--- src/design/pdr_pkg.sv ---
// Package for the point de-duplication block.
// Holds the transaction payload structs, the cell control struct and shared constants.
// No dependencies.
`timescale 1ns / 1ps

package pdr_pkg;

  localparam int unsigned FIELD_COORD_BITS = 12;
  localparam int unsigned FIELD_INDEX_BITS = 6;
  localparam int unsigned RADIUS_BITS      = 8;
  localparam logic [RADIUS_BITS-1:0] RADIUS_RESET = 8'd5;

  localparam int unsigned DEF_TABLE_DEPTH = 64;
  localparam int unsigned DEF_COORD_BITS  = 12;

  typedef struct packed {
    logic [FIELD_COORD_BITS-1:0] x;
    logic [FIELD_COORD_BITS-1:0] y;
    logic                        first;
  } pdr_in_t;

  typedef struct packed {
    logic                        is_new;
    logic [FIELD_INDEX_BITS-1:0] cluster_index;
    logic [FIELD_COORD_BITS-1:0] rep_x;
    logic [FIELD_COORD_BITS-1:0] rep_y;
    logic                        overflow;
  } pdr_out_t;

  typedef struct packed {
    logic valid;
    logic epoch;
    logic done;
    logic is_new;
  } pdr_ctl_t;

endpackage

--- src/design/pdr_cell.sv ---
// One cell of the representative chain: holds one table entry and one travelling point.
// Depends on pdr_pkg.
`timescale 1ns / 1ps

module pdr_cell
  import pdr_pkg::*;
#(
  parameter int unsigned COORD_BITS = DEF_COORD_BITS,
  parameter int unsigned IDX_BITS   = 6,
  parameter int unsigned CELL_IDX   = 0
) (
  input  logic                   clk_i,
  input  logic                   rst_ni,
  input  logic [RADIUS_BITS-1:0] radius_i,
  input  pdr_ctl_t               ctl_i,
  input  logic [COORD_BITS-1:0]  x_i,
  input  logic [COORD_BITS-1:0]  y_i,
  input  logic [COORD_BITS-1:0]  rx_i,
  input  logic [COORD_BITS-1:0]  ry_i,
  input  logic [IDX_BITS-1:0]    idx_i,
  output pdr_ctl_t               ctl_o,
  output logic [COORD_BITS-1:0]  x_o,
  output logic [COORD_BITS-1:0]  y_o,
  output logic [COORD_BITS-1:0]  rx_o,
  output logic [COORD_BITS-1:0]  ry_o,
  output logic [IDX_BITS-1:0]    idx_o
);

  localparam int unsigned CMP_BITS = (COORD_BITS > RADIUS_BITS) ? COORD_BITS : RADIUS_BITS;

  logic                  valid_q, valid_d;
  logic                  epoch_q, epoch_d;
  logic [COORD_BITS-1:0] col_q, col_d;
  logic [COORD_BITS-1:0] row_q, row_d;

  pdr_ctl_t              ctl_q, ctl_d;
  logic [COORD_BITS-1:0] x_q, y_q, rx_q, rx_d, ry_q, ry_d;
  logic [IDX_BITS-1:0]   idx_q, idx_d;

  logic [COORD_BITS:0]   diff_x, diff_y;
  logic [COORD_BITS-1:0] abs_x, abs_y;
  logic                  owned, match;

  assign diff_x = {1'b0, x_i} - {1'b0, col_q};
  assign diff_y = {1'b0, y_i} - {1'b0, row_q};
  assign abs_x  = diff_x[COORD_BITS] ? COORD_BITS'(-diff_x) : diff_x[COORD_BITS-1:0];
  assign abs_y  = diff_y[COORD_BITS] ? COORD_BITS'(-diff_y) : diff_y[COORD_BITS-1:0];
  assign match  = (CMP_BITS'(abs_x) < CMP_BITS'(radius_i)) &&
                  (CMP_BITS'(abs_y) < CMP_BITS'(radius_i));
  assign owned  = valid_q && (epoch_q == ctl_i.epoch);

  always_comb begin
    ctl_d   = ctl_i;
    rx_d    = rx_i;
    ry_d    = ry_i;
    idx_d   = idx_i;
    valid_d = valid_q;
    epoch_d = epoch_q;
    col_d   = col_q;
    row_d   = row_q;
    if (ctl_i.valid) begin
      epoch_d = ctl_i.epoch;
      if (!owned) begin
        valid_d = 1'b0;
      end
      if (!ctl_i.done) begin
        if (owned && match) begin
          ctl_d.done   = 1'b1;
          ctl_d.is_new = 1'b0;
          idx_d        = IDX_BITS'(CELL_IDX);
          rx_d         = col_q;
          ry_d         = row_q;
        end else if (!owned) begin
          ctl_d.done   = 1'b1;
          ctl_d.is_new = 1'b1;
          idx_d        = IDX_BITS'(CELL_IDX);
          rx_d         = x_i;
          ry_d         = y_i;
          valid_d      = 1'b1;
          col_d        = x_i;
          row_d        = y_i;
        end
      end
    end
  end

  always_ff @(posedge clk_i or negedge rst_ni) begin
    if (!rst_ni) begin
      valid_q <= 1'b0;
      epoch_q <= 1'b0;
      ctl_q   <= '0;
    end else begin
      valid_q <= valid_d;
      epoch_q <= epoch_d;
      ctl_q   <= ctl_d;
    end
  end

  always_ff @(posedge clk_i) begin
    col_q <= col_d;
    row_q <= row_d;
    x_q   <= x_i;
    y_q   <= y_i;
    rx_q  <= rx_d;
    ry_q  <= ry_d;
    idx_q <= idx_d;
  end

  assign ctl_o = ctl_q;
  assign x_o   = x_q;
  assign y_o   = y_q;
  assign rx_o  = rx_q;
  assign ry_o  = ry_q;
  assign idx_o = idx_q;

endmodule

--- config.mk ---
export PLATFORM = sky130hd
export DESIGN_NAME = pdr_cell
export DESIGN_NICKNAME = d
export VERILOG_FILES = /design/src/design/pdr_pkg.sv /design/src/design/pdr_cell.sv
export SDC_FILE = /design/constraint.sdc
export NUM_CORES = 1
export LEC_CHECK = 0
export BUFFER_PORTS_ARGS = -buffer_cell sky130_fd_sc_hd__buf_2
export CORE_ASPECT_RATIO = 2
export CORE_MARGIN = 4
export CORE_UTILIZATION = 43
export CTS_CLUSTER_DIAMETER = 200
export DETAILED_ROUTE_END_ITERATION = 12
export GPL_ROUTABILITY_DRIVEN = 0
export PLACE_DENSITY_LB_ADDON = 0.1
export SETUP_SLACK_MARGIN = 0.02
export SLEW_MARGIN = 25
export SYNTH_ARGS = -nofsm -noshare
export SYNTH_HDL_FRONTEND = slang
export SYNTH_SLANG_ARGS = --single-unit
--- constraint.sdc ---
create_clock -name clk_i -period 12.75 [get_ports clk_i]
set_clock_uncertainty 0.1 [all_clocks]
set_input_delay 1.275 -clock clk_i [delete_from_list [all_inputs] [get_ports clk_i]]
set_output_delay 1.275 -clock clk_i [all_outputs]
set_load 0.02 [all_outputs]
==> results of run 1 <==
-- path summary, 6_finish.rpt --
kind,start,to,slack [ns],cells after the start
worst max register to register,col_q[0]$_DFFE_PP_,ry_o[3]$_DFF_P_,7.15,19
worst min-delay path,col_q[11]$_DFFE_PP_,rx_o[11]$_DFF_P_,0.40,1
worst min register to register,col_q[11]$_DFFE_PP_,rx_o[11]$_DFF_P_,0.40,1
max in group asynchronous,rst_ni,ctl_o[0]$_DFF_PN0_,11.76,1
worst max-delay path,x_i[0],ry_o[3]$_DFF_P_,6.40,21
min in group asynchronous,rst_ni,asynchronous set/reset pin,0.64,1
-- cell families (layout without fill, tap and decap cells) --
group                    Yosys count  in the layout  synth area share (%)
AO/OA/AOI/OAI                    129            129                  21.5
flip-flops                        84             84                  41.1
XOR/XNOR                          20             20                  3.69
adder cells (fa/ha/maj)           42             42                  11.4
AND/OR/NAND/NOR                  138            138                  16.0
multiplexers                       5              5                  1.11
buffers and inverters             56            182                  5.29
-- cell usage after synthesis (all sizes together), types with 12 or more instances --
master / count
nor2: 29
and3: 37
dfxtp: 54
ha: 40
xnor2: 16
o21ai: 20
a21oi: 25
a21o: 12
edfxtp: 24
nand2: 28
a221o: 24
inv: 41
-- registers in the layout (all words and copies together) (netlist names), named ones only --
| name | flops |
|---|---|
| x_o | 12 |
| ry_o | 12 |
| ctl_o | 4 |
| y_o | 12 |
| epoch_q | 1 |
| rx_o | 12 |
| idx_o | 6 |
| row_q | 12 |
| col_q | 12 |
-- final cells by class --
cell class / count / area (sq um) / share of cell area (%)
timing repair buffer: 125 / 626 / 10.9
multi-input combinational: 334 / 2550 / 44.3
clock inverter: 5 / 40.0 / 0.696
inverter: 41 / 154 / 2.68
sequential: 84 / 1950 / 33.9
clock buffer: 11 / 254 / 4.42
tap: 140 / 175 / 3.05
-- layer usage --
metal / up-vias / wire, microns / track usage [%]
met2: 96 / 7240 / 39.1
met1: 1911 / 4270 / 17.8
met5: - / 0 / 0
met4: 0 / 429 / 9.83
met3: 33 / 486 / 3.40
li1: 2012 / - / -
-- worst reg2reg max path, cell delays in order, from the launching register on --
cell	delay, ns
edfxtp_1	0.36
ha_1	0.16
inv_1	0.05
fa_1	0.40
a21o_1	0.22
a311o_1	0.45
a2111oi_4	0.41
nor2_1	0.23
mux2_2	0.32
ha_1	0.26
a21boi_0	0.12
o21a_1	0.18
o21ai_0	0.15
a21oi_1	0.09
o31ai_1	0.19
o211ai_1	0.16
a21oi_2	0.20
nand4_4	0.47
nor2_4	0.76
a221o_1	0.26
-- power groups by stage --
stage	Sequential [W]	Combinational (W)	Clock (W)
final	0.000301	0.000216	0.000259
after global routing	0.000303	0.000241	0.000273
after CTS	0.000301	0.000218	0.000265
after detailed placement	0.000307	0.000217	0
after global placement	0.000307	0.000212	0
after floorplan	0.000326	0.000136	0
-- per-stage QoR --
step | utilization, % | hold WS, ns
5_1_grt | 52.9 | 0.415
3_5_place_dp | 50.1 | 0.390
2_1_floorplan | - | 0.370
4_1_cts | 52.8 | 0.408
3_3_place_gp | 50.1 | 0.381
6_report | 52.9 | 0.405
==> results.json, run 1 <==
{
  "die_h_microns": 157,
  "crit_family": "compound AO/OA/AOI/OAI gates",
  "die_x_microns": 82.3,
  "slowest_delay_ns": 0.75,
  "slowest_stage": "nor2_4",
  "cp_max_fo": 32,
  "synth_flop_cell": "dfxtp_1",
  "rsz0062_at_grt": "no",
  "yosys.area.top_type": "dfxtp_1",
  "postSynthAreaPerCell_sq_um": 10.0,
  "dp_slack_ns": 6.03,
  "clkPwrFrac_pct": 33.4,
  "ys_ff_latch": 84,
  "antenna_cells": 0,
  "antenna_left": 0,
  "placed_area_sq_mm": 0.00545,
  "synth.net_count": 584,
  "grt_pass1_vias": 4184,
  "antenna_found_initial": 0,
  "status": "complete, no violations",
  "final.setup.worst_slack_ns": 6.40,
  "async_flop_share_pct": 7.14,
  "postCtsSetupBuffers": 0,
  "layout-drive-gt1-share_pct": 27.8,
  "wl_per_cell_microns": 16.8,
  "core_sq_mm": 0.0109,
  "grt_pass1_wl_microns": 19500,
  "leakage_nw": 2.70,
  "max_cap_viol_count": 0,
  "grt_usage_pct": 19.7,
  "cp_cell_sequence": "buf_2 > inv_1 > ha_1 > inv_1 > fa_1 > a21o_1 > a311o_1 > a2111oi_4 > nor2_1 > mux2_2 > ha_1 > a21boi_0 > o21a_1 > o21ai_0 > a21oi_1 > o31ai_1 > o211ai_1 > a21oi_2 > nand4_4 > nor2_4 > a221o_1",
  "final.setup.tns_ns": 0,
  "path_clk_slew_ns": 0.06,
  "clockBufferDepth": 2,
  "end_kind": "flop",
  "ctsRootBufferMaster": "clkbuf_16",
  "clock_latency_ns": 0.35,
  "cts_tree": "done",
  "power.switching_w": 0.000246,
  "stdcell_count": 740,
  "row_count": 54,
  "power.internal_w": 0.000530,
  "yosysUniqueCellTypes": 67,
  "yosysSeqAreaShare_pct": 41.1,
  "power.density_mw_per_mm2": 135,
  "combPwrFrac_pct": 27.8,
  "synth.area.top_cells": "dfxtp_1, edfxtp_1, ha_1",
  "fill_cells": 1043,
  "final_cell_mix": "buf_2, dfxtp_1, inv_1, ha_1, and3_1",
  "maxSlewHeadroom_pct": 36.0,
  "grt_max_degree": 49,
  "cp-start-kind": "primary input",
  "finalHoldViolations": 0,
  "dieArea_sq_mm": 0.0129,
  "power_frac_seq_pct": 38.8,
  "synth_area_sq_mm": 0.00475,
  "ir_drop_mv": 0.0866,
  "finalPower_w": 0.000776,
  "fin_crit_sh_pct": 49.8,
  "layout.nets": 705,
  "vias": 4052,
  "final_area_sq_mm": 0.00575,
  "wirelength_microns": 12400,
  "area_delta_synth_final_pct": 21.0,
  "critPathKind": "in -> reg",
  "period_minus_slack_ns": 6.35,
  "ctsResizeCount": 0,
  "drc": 0,
  "numCtsBuffers": 9,
  "timing.fmax_mhz": 158,
  "final_common_cell": "buf_2",
  "start_util_pct": 43.7,
  "netlist_instances": 474,
  "place.detailed.hpwl_microns": 9450,
  "first_pass_iters": 4,
  "required_ns": 12.93,
  "ios": 126,
  "sw_frac_of_total_pct": 31.7,
  "htree_levels": 3,
  "dp.cells": 724,
  "grt_overflow_total": 0,
  "synth_top_area_share_pct": 22.8,
  "post_drt_via_cell_ratio": 5.48,
  "maxSlewViolCount": 0,
  "hold_class": "reg -> reg",
  "path_buf_inv": 3,
  "final-setup-viol-count": 0,
  "yosys_warnings": 0,
  "crit_arrival_ns": 6.53,
  "drt-initial-drc-count": 152,
  "cts_hold_buf": 0,
  "numClockSinks": 84,
  "synth_edf_count": 24,
  "port_buffers": 125,
  "worst-slew-pin-transition_ns": 0.958
}
(Power assumes the default switching activity.)
==> run 2: changes to the inputs <==
--- a/config.mk
+++ b/config.mk
@@ -5,6 +5,7 @@
 export SDC_FILE = /design/constraint.sdc
 export NUM_CORES = 1
 export LEC_CHECK = 0
+export ABC_AREA = 1
 export BUFFER_PORTS_ARGS = -buffer_cell sky130_fd_sc_hd__buf_2
 export CORE_ASPECT_RATIO = 2
 export CORE_MARGIN = 4
==> constraint.sdc (replaced) <==
create_clock -name clk_i -period 5.44 [get_ports clk_i]
set_clock_uncertainty 0.1 [all_clocks]
set_input_delay 0.544 -clock clk_i [delete_from_list [all_inputs] [get_ports clk_i]]
set_output_delay 0.544 -clock clk_i [all_outputs]
set_load 0.02 [all_outputs]
==> results.json, run 2 <==
{
  "numCtsBuffers": 9,
  "ctsRootBufferMaster": "clkbuf_16",
  "power.density_mw_per_mm2": 291,
  "layout-drive-gt1-share_pct": 20.8,
  "yosysSeqAreaShare_pct": 36.7,
  "die_x_microns": 86.6,
  "vias": 5054,
  "hold_class": "in -> reg",
  "cp-startpoint": "row_q[0]$_DFFE_PP_",
  "finalPower_w": 0.00185,
  "area_delta_synth_final_pct": 19.4,
  "synth.area.top_cells": "dfxtp_1, nand2_1, edfxtp_1",
  "leakage_nw": 3.43,
  "ys_ff_latch": 84,
  "cp_cell_sequence": "ha_1 > inv_1 > fa_1 > inv_1 > nand2_1 > nor2_1 > nand3_1 > nor2_1 > nand3_1 > nand2_1 > xor2_1 > ha_1 > a211o_1 > a21oi_1 > nand2_1 > nor2_1 > and2_2 > nand3_4 > nor2_8 > nand3_4 > nand2_1 > nor2_1",
  "die_h_microns": 165,
  "maxSlewHeadroom_pct": 37.4,
  "yosys.area.top_type": "dfxtp_1",
  "synth_flop_cell": "dfxtp_1",
  "end_kind": "flop",
  "ios": 126,
  "ir_drop_mv": 0.222,
  "synth.net_count": 830,
  "antenna_cells": 0,
  "final-setup-viol-count": 0,
  "slowest_stage": "fa_1",
  "fin_crit_sh_pct": 81.4,
  "wl_per_cell_microns": 14.4,
  "yosysUniqueCellTypes": 39,
  "grt_usage_pct": 20.5,
  "antenna_left": 0,
  "synth_most_common_cell": "nand2_1",
  "cp_max_fo": 16,
  "layout.nets": 956,
  "r2r_start": "row_q[0]$_DFFE_PP_",
  "postSynthAreaPerCell_sq_um": 7.38,
  "grt_pass1_wl_microns": 23100,
  "final.setup.worst_slack_ns": 1.01,
  "row_count": 57,
  "async_flop_share_pct": 7.14,
  "synth_edf_count": 24,
  "grt_pass1_vias": 4985,
  "path_clk_slew_ns": 0.07,
  "cts_tree": "done",
  "dp_slack_ns": 0.648,
  "timing.fmax_mhz": 226,
  "rsz0062_at_grt": "no",
  "start_util_pct": 43.8,
  "postCtsSetupBuffers": 0,
  "period_minus_slack_ns": 4.43,
  "synth_common_cells": "nand2_1, inv_1, nand3_1",
  "finalHoldViolations": 0,
  "status": "complete, no violations",
  "antenna_found_initial": 0,
  "clock_latency_ns": 0.34,
  "worstHoldStart": "y_i[0]",
  "numClockSinks": 84,
  "drc": 0,
  "first_pass_iters": 5,
  "final_common_cell": "nand2_1",
  "crit_arrival_ns": 4.55,
  "required_ns": 5.56,
  "critPathKind": "reg -> reg",
  "port_buffers": 125,
  "synth_top_area_share_pct": 20.3,
  "slowest_delay_ns": 0.46,
  "worst-slew-pin-transition_ns": 0.937,
  "place.detailed.hpwl_microns": 11400,
  "drt-initial-drc-count": 229,
  "core_sq_mm": 0.0121,
  "max_cap_viol_count": 0,
  "cp-start-kind": "flop",
  "dieArea_sq_mm": 0.0143,
  "yosys_warnings": 0,
  "maxSlewViolCount": 0,
  "htree_levels": 3,
  "final.setup.tns_ns": 0,
  "synth_area_sq_mm": 0.00532,
  "grt_max_degree": 39,
  "final_cell_mix": "nand2_1, buf_2, inv_1",
  "netlist_instances": 720,
  "clockBufferDepth": 2,
  "wirelength_microns": 14400,
  "post_drt_via_cell_ratio": 5.06,
  "grt_overflow_total": 0
}
-- run 2: cell count changes after synthesis, sizes merged, moves of 9 or more --
cell   previous run  this run
nand3            11       100
o21ai            20        10
and3             37         0
inv              41       122
nand4             3        19
a21o             12         0
nand2            28       206
nor2             29        45
or2               2        11
xnor2            16         2
a221o            24         0
-- run 2: what timing repair did --
| item | 4_1_cts | 5_1_grt |
|---|---|---|
| hold buffers | 1 | 0 |
| hold endpoints to repair | 6 | 0 |
| setup endpoints to repair | 0 | 0 |
| gates resized for setup | 0 | 0 |
-- run 2: logic make-up (layout without fill, tap and decap cells) --
kind of cell	count (synthesis)	after routing	share of synthesized area, %
flops	84	84	36.7
buf+inv	135	266	10.4
simple gates	389	389	33.8
fa+ha+maj	42	42	10.2
xor+xnor	13	13	2.14
compound gates	57	57	6.71
-- run 2: cell type report --
cell class / count / area (sq um)
clock inverter: 6 / 53.8
tap: 147 / 184
fill: 1261 / 5780
sequential: 84 / 1950
inverter: 122 / 458
clock buffer: 10 / 239
multi-input combinational: 501 / 2810
timing repair buffer: 128 / 651
-- run 2: power by group --
group          internal (W)  switching [W]  leakage [nW]
combinational      0.000191       0.000355          2.54
sequential         0.000690      0.0000124         0.745
clock              0.000331       0.000267         0.142
-- run 2: layer usage --
metal	up-vias	share of wire (%)	wire length, microns	global-route usage [%]
li1	2580	-	-	-
met5	-	0	0	0
met3	23	5.2	753	2.93
met1	2292	39	5590	22.1
met4	0	2.5	362	8.09
met2	159	53	7650	39.0
-- run 2: worst max-delay path, delay by kind of cell, from the launching register on --
| family | cells | cell delay [ns] |
|---|---|---|
| compound gates | 2 | 0.41 |
| xor+xnor | 1 | 0.19 |
| fa+ha+maj | 3 | 0.96 |
| buf+inv | 2 | 0.25 |
| flops | 1 | 0.40 |
| simple gates | 14 | 1.99 |
-- run 2: worst paths after layout --
path	to	slack (ns)	cells after the start
worst max-delay path	idx_o[5]$_DFF_P_	1.01	22
worst min-delay path	y_o[0]$_DFF_P_	0.24	1
worst max register to register	idx_o[5]$_DFF_P_	1.01	22
worst min register to register	ry_o[5]$_DFF_P_	0.38	2
max in group asynchronous	ctl_o[1]$_DFF_PN0_	4.64	2
min in group asynchronous	epoch_q$_DFFE_PN0P_	0.45	2
-- run 2: stage by stage --
stage | utilization (%) | hold WS [ns] | instance area, sq um | instances
final | 52.4 | 0.241 | 6350 | 998
after global routing | 52.4 | 0.237 | 6350 | 998
after CTS | 52.4 | 0.231 | 6350 | 998
after detailed placement | 49.9 | 0.276 | 6040 | 981
after global placement | 49.9 | 0.270 | 6040 | 981
after floorplan | - | 0.148 | 5320 | 720
==> run 3: changes to the inputs <==
==> constraint.sdc (replaced) <==
create_clock -name clk_i -period 3.6 [get_ports clk_i]
set_clock_uncertainty 0.1 [all_clocks]
set_input_delay 0.36 -clock clk_i [delete_from_list [all_inputs] [get_ports clk_i]]
set_output_delay 0.36 -clock clk_i [all_outputs]
set_load 0.02 [all_outputs]
==> results.json, run 3 (synthesis gave the netlist of run 2 again) <==
{
  "post_drt_via_cell_ratio": 5.00,
  "final-setup-viol-count": 32,
  "path_clk_slew_ns": 0.07,
  "clock_latency_ns": 0.34,
  "dieArea_sq_mm": 0.0143,
  "cp_max_fo": 6,
  "grt_max_degree": 34,
  "finalPower_w": 0.00312,
  "htree_levels": 3,
  "grt_overflow_total": 0,
  "layout.nets": 1076,
  "finalHoldViolations": 0,
  "final_common_cell": "nand2_1",
  "numCtsBuffers": 9,
  "vias": 5595,
  "antenna_cells": 0,
  "clockBufferDepth": 2,
  "worst-slew-pin-transition_ns": 0.638,
  "cts_tree": "done",
  "grt_usage_pct": 22.5,
  "grt_pass1_wl_microns": 25200,
  "cp-startpoint": "col_q[0]$_DFFE_PP_",
  "multiInputGateArea_sq_mm": 0.00310,
  "crit_arrival_ns": 4.08,
  "first_pass_iters": 5,
  "r2r_start": "col_q[0]$_DFFE_PP_",
  "violations": "setup timing",
  "max_cap_viol_count": 0,
  "start_util_pct": 43.8,
  "area_delta_synth_final_pct": 42.7,
  "leakage_nw": 4.07,
  "core_sq_mm": 0.0121,
  "dp_slack_ns": -0.611,
  "grt_pass1_vias": 5497,
  "fin_crit_sh_pct": 108,
  "wl_per_cell_microns": 14.3,
  "regArea_sq_mm": 0.00195,
  "fill_cells": 1104,
  "final.setup.worst_slack_ns": -0.295,
  "layout-drive-gt1-share_pct": 36.9,
  "wirelength_microns": 16000,
  "timing.fmax_mhz": 257,
  "ir_drop_mv": 0.315,
  "port_buffers": 125,
  "die_h_microns": 165,
  "required_ns": 3.79,
  "critPathKind": "reg -> reg",
  "maxSlewHeadroom_pct": 57.4,
  "period_minus_slack_ns": 3.89,
  "final_cell_mix": "nand2_1, buf_2, inv_1",
  "maxSlewViolCount": 0,
  "row_count": 57,
  "antenna_left": 0,
  "power.density_mw_per_mm2": 411,
  "end_kind": "flop",
  "hold_class": "in -> reg",
  "numClockSinks": 84,
  "ctsRootBufferMaster": "clkbuf_16",
  "worstHoldStart": "x_i[8]",
  "place.detailed.hpwl_microns": 12700,
  "die_x_microns": 86.6,
  "status": "finished with violations",
  "ios": 126,
  "rsz0062_at_grt": "yes",
  "drc": 0,
  "cp-start-kind": "flop",
  "antenna_found_initial": 0,
  "drt-initial-drc-count": 207,
  "hold_ws_ns": 0.0703
}
## run 3: cell types whose count changed in the layout (fill, tap and decap cells not counted), moves of 9 or more
cell,before,now
buf_4,2,113
buf_6,0,9
nand2_1,201,191
nand2_2,5,14
nand3_1,90,79
nand3_2,7,18
nor2_1,41,25
## run 3: final cells by class
class	instances	area share, %
multi-input cells	501	40.8
flip-flops and latches	84	25.7
repair buffers	248	20.9
inverters	122	6.10
clock buffers	9	2.97
well taps	147	2.42
clock inverters	7	1.07
## run 3: power by group
group	total [W]	switching [W]	internal [W]
sequential	0.00106	0.0000197	0.00104
combinational	0.00109	0.000626	0.000461
clock	0.000968	0.000419	0.000550
total	0.00312	0.00106	0.00205
## run 3: critical path, stage by stage (launching register included)
cell and delay [ns]:
edfxtp_1 0.41, ha_1 0.21, inv_2 0.08, fa_2 0.43, inv_2 0.08, ha_1 0.14
inv_1 0.05, nor2_1 0.13, nand3_1 0.14, o21ai_0 0.29, xnor2_1 0.19, inv_1 0.07
ha_1 0.27, nand2_1 0.06, inv_1 0.03, nand2_1 0.06, nand2_1 0.06, nor2_2 0.11
and2_4 0.16, nand3_4 0.08, nor2_8 0.16, nand3_4 0.10, nor2_4 0.26, nand2_1 0.10
nand3_1 0.07
## run 3: what timing repair did
| item | in CTS | in global routing |
|---|---|---|
| pin swaps | 25 | 23 |
| endpoints found under the setup margin | 32 | 32 |
| endpoints found under the hold margin | 6 | 0 |
| setup buffers | 11 | 9 |
| hold buffers | 1 | 0 |
| resized for setup | 43 | 37 |
## run 3: through the flow
step	utilization (%)	cells	setup TNS, ns	cell area (sq um)
after floorplan	-	720	0	5340
after global placement	56.2	1081	-14.41	6810
after detailed placement	56.2	1081	-17.24	6810
after CTS	60.7	1109	-6.17	7360
after global routing	62.6	1118	-14.29	7590
final	62.6	1118	-7.37	7590
## run 3: worst paths after layout
kind | to | slack (ns) | cells past startpoint
setup / recovery | rx_o[4]$_DFF_P_ | -0.29 | 24
hold / removal | x_o[8]$_DFF_P_ | 0.07 | 1
setup reg to reg | rx_o[4]$_DFF_P_ | -0.29 | 24
hold reg to reg | rx_o[7]$_DFF_P_ | 0.39 | 2
max in group asynchronous | ctl_o[2]$_DFF_PN0_ | 2.98 | 2
min in group asynchronous | epoch_q$_DFFE_PN0P_ | 0.27 | 2
## run 3: layer usage
| metal | track usage [%] | share of wire, % | up-vias |
|---|---|---|---|
| met1 | 23.0 | 36 | 2537 |
| li1 | - | - | 2817 |
| met2 | 42.9 | 54 | 196 |
| met3 | 3.97 | 5.8 | 45 |
| met4 | 10.9 | 4.4 | 0 |
| met5 | 0 | 0 | - |
